--- src/rtl/htws_pkg.sv ---
// Shared types and constants for the hysteresis turn wheel speed block.
// Holds mode codes, field widths and the configuration register map.
`timescale 1ns / 1ps
`default_nettype none

package htws_pkg;

    localparam int AngleW = 16;
    localparam int SpeedW = 16;
    localparam int ThreshW = 15;
    localparam int WheelW = 18;
    localparam int ModeW = 2;
    localparam int MagW = 17;
    localparam int ProdW = SpeedW + ThreshW;
    localparam int StepW = 4;

    localparam int InDataW = 32;
    localparam int OutDataW = 40;
    localparam int AddrW = 4;
    localparam int RegDataW = 32;

    typedef logic [ModeW-1:0] mode_t;

    localparam mode_t MODE_NONE = 2'd0;
    localparam mode_t MODE_SOFT = 2'd1;
    localparam mode_t MODE_HARD = 2'd2;

    // Register index taken from paddr[3:2]
    localparam logic [1:0] REG_MAX_SPEED = 2'd0;
    localparam logic [1:0] REG_HARD_THR = 2'd1;
    localparam logic [1:0] REG_SOFT_THR = 2'd2;
    localparam logic [1:0] REG_NO_THR = 2'd3;

    localparam logic [SpeedW-1:0] MAX_SPEED_RST = 16'd2560;
    localparam logic [ThreshW-1:0] HARD_THR_RST = 15'd16384;
    localparam logic [ThreshW-1:0] SOFT_THR_RST = 15'd12743;
    localparam logic [ThreshW-1:0] NO_THR_RST = 15'd1820;

endpackage

`default_nettype wire

--- src/rtl/hysteresis_turn_wheel_speed_core.sv ---
// Top level of the three-mode turning controller with hysteresis.
// Uses htws_pkg; contains the APB registers, a bit-serial multiplier and divider.
// In hard or straight mode the result goes from the input transaction directly to
// the output load; in soft mode it passes through 16 shift-add multiply steps, a
// dividend load, 16 restoring divide steps and the output load.
// One item is in work at a time; the next is taken once the current result is
// loaded into the output register.
// Reset (rst_n, asynchronous): mode straight, registers at their defaults,
// output register empty.
`timescale 1ns / 1ps
`default_nettype none

module hysteresis_turn_wheel_speed_core
(
    input  wire logic                          clk,
    input  wire logic                          rst_n,
    input  wire logic                          s_tvalid,
    output logic                               s_tready,
    // [15:0] heading_angle, [31:16] heading_length
    input  wire logic [htws_pkg::InDataW-1:0]  s_tdata,
    output logic                               m_tvalid,
    input  wire logic                          m_tready,
    // [17:0] left_speed, [35:18] right_speed, [37:36] turn_mode, [39:38] zero
    output logic [htws_pkg::OutDataW-1:0]      m_tdata,
    input  wire logic                          psel,
    input  wire logic                          penable,
    input  wire logic                          pwrite,
    input  wire logic [htws_pkg::AddrW-1:0]    paddr,
    input  wire logic [htws_pkg::RegDataW-1:0] pwdata,
    output logic [htws_pkg::RegDataW-1:0]      prdata,
    output logic                               pready
);
    import htws_pkg::*;

    localparam logic [1:0] ST_IDLE = 2'd0;
    localparam logic [1:0] ST_MUL = 2'd1;
    localparam logic [1:0] ST_DIV = 2'd2;
    localparam logic [1:0] ST_DONE = 2'd3;

    logic [SpeedW-1:0] max_speed_reg;
    logic [ThreshW-1:0] hard_thr_reg;
    logic [ThreshW-1:0] soft_thr_reg;
    logic [ThreshW-1:0] no_thr_reg;

    logic [1:0] state_reg, state_next;
    logic [StepW-1:0] cnt_reg;
    mode_t mode_reg;
    logic positive_reg;
    logic div_reg;
    logic fin_reg;
    logic [SpeedW-1:0] base_reg;
    logic [SpeedW-1:0] mplr_reg;
    logic [ProdW-1:0] acc_reg;
    logic [ThreshW-1:0] rem_reg;
    logic [SpeedW-1:0] lo_reg;

    logic m_tvalid_reg;
    logic [OutDataW-1:0] m_tdata_reg;

    logic cfg_wr;
    logic in_fire;
    logic load_out;

    logic [AngleW-1:0] angle;
    logic [SpeedW-1:0] length;
    logic neg;
    logic [MagW-1:0] mag;
    logic [MagW-1:0] hard_ext, soft_ext, no_ext;
    mode_t mode_a, mode_b, mode_next;
    logic [SpeedW-1:0] base_next;
    logic div_next;

    logic [SpeedW:0] trial;
    logic [SpeedW:0] diff;
    logic [SpeedW:0] outer_w, inner_w, hard_w;
    logic [WheelW-1:0] inner_s, outer_s, left_s, right_s;

    assign pready = 1'b1;
    assign cfg_wr = psel && penable && pwrite && pready;

    always_comb
    begin
        case (paddr[3:2])
            REG_MAX_SPEED: prdata = {{(RegDataW-SpeedW){1'b0}}, max_speed_reg};
            REG_HARD_THR:  prdata = {{(RegDataW-ThreshW){1'b0}}, hard_thr_reg};
            REG_SOFT_THR:  prdata = {{(RegDataW-ThreshW){1'b0}}, soft_thr_reg};
            REG_NO_THR:    prdata = {{(RegDataW-ThreshW){1'b0}}, no_thr_reg};
            default:       prdata = '0;
        endcase
    end

    always_ff @(posedge clk or negedge rst_n)
    begin
        if (!rst_n)
        begin
            max_speed_reg <= MAX_SPEED_RST;
            hard_thr_reg <= HARD_THR_RST;
            soft_thr_reg <= SOFT_THR_RST;
            no_thr_reg <= NO_THR_RST;
        end
        else if (cfg_wr)
        begin
            case (paddr[3:2])
                REG_MAX_SPEED: max_speed_reg <= pwdata[SpeedW-1:0];
                REG_HARD_THR:  hard_thr_reg <= pwdata[ThreshW-1:0];
                REG_SOFT_THR:  soft_thr_reg <= pwdata[ThreshW-1:0];
                REG_NO_THR:    no_thr_reg <= pwdata[ThreshW-1:0];
                default:       max_speed_reg <= max_speed_reg;
            endcase
        end
    end

    // Input decode and mode update with hysteresis
    assign angle = s_tdata[AngleW-1:0];
    assign length = s_tdata[InDataW-1:AngleW];
    assign neg = angle[AngleW-1];
    assign mag = neg ? (MagW'(17'h10000) - {1'b0, angle}) : {1'b0, angle};
    assign hard_ext = {{(MagW-ThreshW){1'b0}}, hard_thr_reg};
    assign soft_ext = {{(MagW-ThreshW){1'b0}}, soft_thr_reg};
    assign no_ext = {{(MagW-ThreshW){1'b0}}, no_thr_reg};

    always_comb
    begin
        mode_a = mode_reg;
        if (mode_reg == MODE_HARD && mag <= soft_ext)
        begin
            mode_a = MODE_SOFT;
        end
        mode_b = mode_a;
        if (mode_a == MODE_SOFT)
        begin
            if (mag > hard_ext)
            begin
                mode_b = MODE_HARD;
            end
            else if (mag <= no_ext)
            begin
                mode_b = MODE_NONE;
            end
        end
        mode_next = mode_b;
        if (mode_b == MODE_NONE)
        begin
            if (mag > hard_ext)
            begin
                mode_next = MODE_HARD;
            end
            else if (mag > no_ext)
            begin
                mode_next = MODE_SOFT;
            end
        end
    end

    assign base_next = (length < max_speed_reg) ? length : max_speed_reg;
    assign div_next = (mode_next == MODE_SOFT) && (hard_thr_reg != '0) && (mag <= hard_ext);

    assign s_tready = (state_reg == ST_IDLE);
    assign in_fire = s_tvalid && s_tready;
    // Hold in DONE until the last divide step (if any) is held and the output register is free
    assign load_out = (state_reg == ST_DONE) && (fin_reg || !div_reg)
                      && (!m_tvalid_reg || m_tready);

    always_comb
    begin
        state_next = state_reg;
        case (state_reg)
            ST_IDLE:
            begin
                if (in_fire)
                begin
                    state_next = div_next ? ST_MUL : ST_DONE;
                end
            end
            ST_MUL:
            begin
                if (cnt_reg == '1)
                begin
                    state_next = ST_DIV;
                end
            end
            ST_DIV:
            begin
                if (cnt_reg == '1)
                begin
                    state_next = ST_DONE;
                end
            end
            ST_DONE:
            begin
                if (load_out)
                begin
                    state_next = ST_IDLE;
                end
            end
            default: state_next = ST_IDLE;
        endcase
    end

    always_ff @(posedge clk or negedge rst_n)
    begin
        if (!rst_n)
        begin
            state_reg <= ST_IDLE;
            cnt_reg <= '0;
            mode_reg <= MODE_NONE;
        end
        else
        begin
            state_reg <= state_next;
            if (state_reg == ST_MUL || state_reg == ST_DIV)
            begin
                cnt_reg <= cnt_reg + 1'b1;
            end
            else
            begin
                cnt_reg <= '0;
            end
            if (in_fire)
            begin
                mode_reg <= mode_next;
            end
        end
    end

    // Restoring divide step: one quotient bit per cycle, shifted into lo_reg
    assign trial = {1'b0, rem_reg, lo_reg[SpeedW-1]};
    assign diff = trial - {2'b00, hard_thr_reg};

    always_ff @(posedge clk)
    begin
        case (state_reg)
            ST_IDLE:
            begin
                if (in_fire)
                begin
                    positive_reg <= !neg && (angle != '0);
                    div_reg <= div_next;
                    base_reg <= base_next;
                    mplr_reg <= mag[SpeedW-1:0];
                    acc_reg <= '0;
                end
            end
            ST_MUL:
            begin
                // Shift-add, multiplier bits MSB first
                acc_reg <= {acc_reg[ProdW-2:0], 1'b0}
                    + (mplr_reg[SpeedW-1] ? {{(ProdW-SpeedW){1'b0}}, base_reg} : '0);
                mplr_reg <= {mplr_reg[SpeedW-2:0], 1'b0};
                if (cnt_reg == '1)
                begin
                    rem_reg <= '0;
                    lo_reg <= '0;
                end
            end
            ST_DIV:
            begin
                if (cnt_reg == '0)
                begin
                    // Load dividend: high part below H, low part shifts out MSB first
                    rem_reg <= acc_reg[ProdW-1:SpeedW];
                    lo_reg <= acc_reg[SpeedW-1:0];
                end
            end
            default:
            begin
                positive_reg <= positive_reg;
            end
        endcase
        if (state_reg == ST_DIV && cnt_reg != '0)
        begin
            if (!diff[SpeedW])
            begin
                rem_reg <= diff[ThreshW-1:0];
                lo_reg <= {lo_reg[SpeedW-2:0], 1'b1};
            end
            else
            begin
                rem_reg <= trial[ThreshW-1:0];
                lo_reg <= {lo_reg[SpeedW-2:0], 1'b0};
            end
        end
    end

    // Divide walks 15 steps after loading; run one extra step in DONE entry
    logic last_step;
    assign last_step = (state_reg == ST_DONE) && div_reg && !fin_reg;

    logic [ThreshW-1:0] rem_fin;
    logic [SpeedW-1:0] q_fin;
    assign rem_fin = !diff[SpeedW] ? diff[ThreshW-1:0] : trial[ThreshW-1:0];
    assign q_fin = {lo_reg[SpeedW-2:0], !diff[SpeedW]};

    logic [ThreshW-1:0] rem_hold_reg;
    logic [SpeedW-1:0] q_hold_reg;

    always_ff @(posedge clk or negedge rst_n)
    begin
        if (!rst_n)
        begin
            fin_reg <= 1'b0;
        end
        else if (state_reg != ST_DONE)
        begin
            fin_reg <= 1'b0;
        end
        else
        begin
            fin_reg <= 1'b1;
        end
    end

    always_ff @(posedge clk)
    begin
        if (last_step)
        begin
            rem_hold_reg <= rem_fin;
            q_hold_reg <= q_fin;
        end
    end

    // Result assembly; for a divide, only valid once the final divide step is held
    logic [ThreshW-1:0] rem_use;
    logic [SpeedW-1:0] q_use;
    assign rem_use = fin_reg ? rem_hold_reg : rem_fin;
    assign q_use = fin_reg ? q_hold_reg : q_fin;

    assign outer_w = {1'b0, base_reg} + {1'b0, q_use};
    assign inner_w = {1'b0, base_reg} - {1'b0, q_use} - {{SpeedW{1'b0}}, (rem_use != '0)};
    assign hard_w = {1'b0, max_speed_reg};

    always_comb
    begin
        if (mode_reg == MODE_HARD)
        begin
            inner_s = -{1'b0, hard_w};
            outer_s = {1'b0, hard_w};
        end
        else if (div_reg)
        begin
            inner_s = {1'b0, inner_w};
            outer_s = {1'b0, outer_w};
        end
        else
        begin
            inner_s = {2'b00, base_reg};
            outer_s = {2'b00, base_reg};
        end
        left_s = positive_reg ? inner_s : outer_s;
        right_s = positive_reg ? outer_s : inner_s;
    end

    always_ff @(posedge clk or negedge rst_n)
    begin
        if (!rst_n)
        begin
            m_tvalid_reg <= 1'b0;
        end
        else if (load_out && (fin_reg || !div_reg))
        begin
            m_tvalid_reg <= 1'b1;
        end
        else if (m_tready)
        begin
            m_tvalid_reg <= 1'b0;
        end
    end

    always_ff @(posedge clk)
    begin
        if (load_out && (fin_reg || !div_reg))
        begin
            m_tdata_reg <= {2'b00, mode_reg, right_s, left_s};
        end
    end

    assign m_tvalid = m_tvalid_reg;
    assign m_tdata = m_tdata_reg;

endmodule

`default_nettype wire

--- config.mk ---
export PLATFORM = sky130hd
export DESIGN_NAME = hysteresis_turn_wheel_speed_core
export DESIGN_NICKNAME = d
export VERILOG_FILES = /design/src/rtl/htws_pkg.sv /design/src/rtl/hysteresis_turn_wheel_speed_core.sv
export SDC_FILE = /design/constraint.sdc
export NUM_CORES = 1
export LEC_CHECK = 0
export BUFFER_PORTS_ARGS = -buffer_cell sky130_fd_sc_hd__buf_2
export CAP_MARGIN = 10
export CELL_PAD_IN_SITES_DETAIL_PLACEMENT = 1
export CELL_PAD_IN_SITES_GLOBAL_PLACEMENT = 1
export CORE_ASPECT_RATIO = 1.1
export CORE_UTILIZATION = 30
export DETAILED_ROUTE_END_ITERATION = 10
export GPL_ROUTABILITY_DRIVEN = 0
export PLACE_DENSITY_LB_ADDON = 0.1
export REMOVE_ABC_BUFFERS = 1
export SLEW_MARGIN = 0
export SYNTH_ARGS = -nofsm -noshare
export SYNTH_HDL_FRONTEND = slang
export SYNTH_SLANG_ARGS = --single-unit
--- constraint.sdc ---
create_clock -name clk -period 16.1 [get_ports clk]
set_clock_uncertainty 0.2 [all_clocks]
set_input_delay 1.61 -clock clk [delete_from_list [all_inputs] [get_ports clk]]
set_output_delay 1.61 -clock clk [all_outputs]
set_load 0.01 [all_outputs]
# Word level (Yosys, flattened, before mapping)
# Index checks and enable logic that the tools add are counted.
[totals]
regBits = 236
output_inout_bits = 75
wordCells = 133
[classes]
add_sub_neg = 8
n_lt_le_gt_ge = 6
n_eq_ne = 17
mux = 43
n_reduce_logical = 40
[op_table]
columns = ["operator", "n"]
rows = [
  ["$pmux 32 s4", 1],
  ["$mux 16", 7],
  ["$mux 15", 5],
  ["$mux 17", 4],
  ["$pmux 16 s2", 2],
  ["$pmux 31 s2", 1],
  ["$mux 18", 3],
  ["$le 17x15->1", 3],
  ["$gt 17x15->1", 2],
  ["$add 31x16->31", 1],
  ["$mux 31", 1],
  ["$pmux 15 s2", 1],
  ["$reduce_bool 15->1", 2],
  ["$mux 2", 12],
  ["$neg 16->18", 1],
  ["$add 16x16->17", 1],
  ["$sub 16x15->17", 1],
  ["$sub 16x16->17", 1],
  ["$sub 17x1->17", 1],
  ["$sub 17x16->17 const A", 1],
  ["$lt 16x16->1", 1],
  ["$reduce_bool 16->1", 1],
  ["$logic_and 1x1->1", 13],
  ["$reduce_and 2->1", 6],
  ["20 further kinds", 42],
]

# Logic depth before layout (Yosys ltp)
[logic_depth]
word_depth = 17
depth_mapped = 25

# Worst setup path before layout
# Ideal clock, no wire load.
[synth_timing]
kind = "register -> register"
from = "reg hard_thr_reg[0]"
to = "reg m_tdata_reg[14], in the netlist m_tdata[14], data pin"
setup_time_ns = 0.272
t_arrival_ns = 5.236
setup_slack_ns = 10.392
path_stages_with_launch = 25
period_less_slack_ns = 5.708
path_cell_list = "dfrtp_1 ha_1 fa_1 nand2b_1 a21oi_1 o21ba_2 o2111ai_4 nand3_4 buf_6 mux2i_4 o2111ai_1 o31a_1 fa_1 inv_1 ha_1 nor2_1 fa_1 nand2_1 a31o_2 a311o_1 o21bai_1 a21boi_0 or3_1 a41oi_1 a22oi_1"
[synth_via]
elab_chain_len = 8
word_cells_on_any_way = 14
cone_classes = "add/sub (4); mux (8); reduce/logical (2)"
[synth_rtl]
columns = ["item", "line", "text"]
rows = [
  ["start, declared", "hysteresis_turn_wheel_speed_core.sv:41", "logic [ThreshW-1:0] hard_thr_reg;"],
  ["start signal, assigned", "hysteresis_turn_wheel_speed_core.sv:105", "REG_HARD_THR: hard_thr_reg <= pwdata[ThreshW-1:0];"],
  ["$sub 16x15->17 (*)", "hysteresis_turn_wheel_speed_core.sv:228", "assign diff = trial - {2'b00, hard_thr_reg};"],
  ["$logic_not 1->1 or $mux 15 (tied branches)", "hysteresis_turn_wheel_speed_core.sv:292, hysteresis_turn_wheel_speed_core.sv:291", ""],
  ["$mux 16 or $mux 15 (tied branches)", "hysteresis_turn_wheel_speed_core.sv:326, hysteresis_turn_wheel_speed_core.sv:325", ""],
  ["$sub 16x16->17 or $reduce_bool 15->1 (tied branches)", "hysteresis_turn_wheel_speed_core.sv:329", "assign inner_w = {1'b0, base_reg} - {1'b0, q_use} - {{SpeedW{1'b0}}, (rem_use != '0)};"],
  ["$sub 17x1->17", "hysteresis_turn_wheel_speed_core.sv:329", ""],
  ["$mux 17", "hysteresis_turn_wheel_speed_core.sv:339", "else if (div_reg)"],
  ["$mux 18", "hysteresis_turn_wheel_speed_core.sv:334", "if (mode_reg == MODE_HARD)"],
  ["$mux 18 (*)", "hysteresis_turn_wheel_speed_core.sv:349", "left_s = positive_reg ? inner_s : outer_s;"],
  ["named net left_s[14]", "hysteresis_turn_wheel_speed_core.sv:76", "logic [WheelW-1:0] inner_s, outer_s, left_s, right_s;"],
  ["end signal, assigned", "hysteresis_turn_wheel_speed_core.sv:373", "m_tdata_reg <= {2'b00, mode_reg, right_s, left_s};"],
  ["end, declared", "hysteresis_turn_wheel_speed_core.sv:58", "logic [OutDataW-1:0] m_tdata_reg;"],
]
# Mark *: on every way through the listed nets, which the timed path passes. The rest lies on a longest branch.
# A chain may end at the register's enable or synchronous reset.

# Final worst setup path
# Ends and elaborated chain as after synthesis.

==> impl_metrics.ini <==
[clock_network]
clkSinkCount = 236
cts_made_buffers = 31
post_cts_buffers = 0
hold_buffers = 0
clock_path_buffers = 3
h-tree-depth = 1
cts-root-buf = clkbuf_16
cts.clk_slew.worst_paths_ns = 0.06
clkLatencyLatePin_ns = 0.59
cts_tree = built
cts_resized = 0

[synthesis]
synth_edf_count = 165
ys.flop_type = edfxtp_1
synth.avg_cell_area_um2 = 10.2
synth_area_um2 = 16600
synth_common_cells = edfxtp_1 (165), ha_1 (144), inv_1 (141), o21ai_0 (100), nor2_1 (96)
yosysMostFrequentCell = edfxtp_1
ys_types = 85
yosys.area.top_type = edfxtp_1
yosys.area.top_type_share_pct = 29.9
ys_ff_latch = 236
syn_inst = 1622
ys_seq_area_share_pct = 40.8
async_flop_share_pct = 30.1
synth_area_leaders = edfxtp_1 (30%), ha_1 (11%), dfrtp_1 (8.2%), mux2_2 (5.4%), xnor2_1 (3.3%)
yosysWarnings = 0

[routing]
totalWireLength_um = 53300
vias = 12800
viasPerCell = 5.19
postRouteAntennaNets = 0
drcViolationCount = 0
drtPass1Iterations = 5
wl_per_cell_um = 21.6
drt-initial-drc-count = 643

[die]
die_area_um2 = 56100
die_w_um = 226
fp.dieH_um = 248
design.core.area_um2 = 54100
initial_core_util_pct = 30.6
ios = 150
core.rowCount = 89

[setup_path]
critPathCaptureType = register
slowest_delay_ns = 0.54
crit_buf_inv = 1
critical_path.slowest_cell = fa_1
path_cells = ha_1 > fa_1 > nand2b_1 > a21oi_1 > o21ba_2 > o2111ai_4 > nand3_4 > mux2i_1 > o2111ai_1 > o31a_1 > fa_1 > inv_1 > ha_1 > nor2_1 > fa_1 > nand2_1 > a31o_2 > a311o_1 > o21bai_1 > a21boi_0 > or3_1 > a41oi_1 > a22oi_1
required_ns = 16.21
cp_max_fo = 24
r2r-start = hard_thr_reg[0]
cp-start-kind = register
crit_type = reg -> reg
crit_start = hard_thr_reg[0]
path_common_cell = fa_1
arrival_ns = 6.99
regToRegSetupSlack_ns = 9.23
crit_family = compound AO/OA/AOI/OAI gates

[sta]
whs_ns = 0.279
tightest_slew_ns = 1.26
period_needed_ns = 6.87
finalHoldViolations = 0
rsz0062_at_grt = no
setup_viol = 0
post-route-period-util_pct = 42.7
slew_headroom_pct = 15.3
tns_ns = 0
max_freq_mhz = 145
drv_slew = 0

[power_and_ir_drop]
ir_drop_uv = 114
combinationalPowerShare_pct = 55.6
clkPwrFrac_pct = 15.8
p_sw_mw = 1.90
p_int_mw = 2.33
p_leak_nw = 7.64
p_per_area_nw_per_um2 = 225
total_power_mw = 4.23
power_frac_seq_pct = 28.6
switching_share_pct = 44.9

[finish]
layout-drive-gt1-share_pct = 18.1
nNetsFinal = 1935
largest_register_ffs = 38
area_growth_pct = 13.6
fin_cells = 2465

[global_routing]
antenna_found_initial = 0
grt_pass1_wl_um = 81600
grtUsageTotal_pct = 19.3
grt_max_degree = 72
gr-total-overflow = 0
grt_pass1_vias = 13500

[placed_design]
dpl.hpwl_um = 41300
dp.cells = 2404
numPortBuffers = 112

[run_status]
status = complete, no violations

[hold_path]
hp-class = reg -> reg
hp-start = cnt_reg[0]

[job]
max-cap-violations = 0
layout by cell type (no fill, tap or decap), drive strengths merged, types with 19 or more instances in the layout:
master and n:
buf 129, ha 144, nor3 32, nor2 96, mux2 79, a21oi 67, a22oi 19, o211ai 23
and2 23, dfrtp 54, conb 19, nand3 41, nand2 89, edfxtp 165, a21o 32, a22o 27
mux2i 32, o21ai 104, or3 21, nand4 33, xnor2 62, inv 149, clkbuf 43
area by class of cell:
cell class / count / area, µm²
tap: 728 / 911
inverter: 144 / 541
antenna: 1 / 2.50
clock buffer: 43 / 883
timing repair buffer: 129 / 694
multi-input combinational: 1169 / 8940
sequential: 236 / 6750
clock inverter: 15 / 87.6
fill: 6197 / 35300
power by group through the flow:
stage / registers (mW) / clock network [mW] / logic, mW
after CTS: 1.22 / 0.687 / 2.38
after detailed placement: 1.23 / 0 / 2.37
after global placement: 1.22 / 0 / 2.34
after floorplan: 1.17 / 0 / 1.63
final: 1.21 / 0.668 / 2.35
after global routing: 1.24 / 0.711 / 2.62
worst paths after layout:
kind                                          to  cells after the start
min in group asynchronous       hard_thr_reg[11]                      1
max in group asynchronous             cnt_reg[0]                      1
worst max-delay path                 m_tdata[14]                     23
worst max register to register       m_tdata[14]                     23
worst min-delay path                  cnt_reg[0]                      1
worst min register to register        cnt_reg[0]                      1
layer usage:
| layer | share of wire [%] | GRT usage, % | up-vias |
|---|---|---|---|
| met5 | 0 | 0 | - |
| met2 | 50 | 34.8 | 189 |
| met4 | 2.6 | 5.66 | 0 |
| met1 | 45 | 24.2 | 6388 |
| met3 | 2.5 | 1.80 | 68 |
| li1 | - | - | 6147 |
per-stage QoR:
stage	utilization (%)	setup slack [ns]	instance area, µm²
global placement	32.9	9.27	17800
detailed placement	32.9	9.25	17800
CTS	34.7	9.21	18800
floorplan	-	10.28	16200
global route	34.8	8.78	18800
finish	34.8	9.23	18800
logic make-up after synthesis:
kind of cell	synth area share (%)
DFF	40.8
adders and majority gates	11.5
and+or+nand+nor	12.7
AOI/OAI and AO/OA	15.9
muxes	9.42
other	0.0454
buffers and inverters	5.86
xor gates and xnor gates	3.81
No activity file was read; power rests on OpenSTA's default activity.
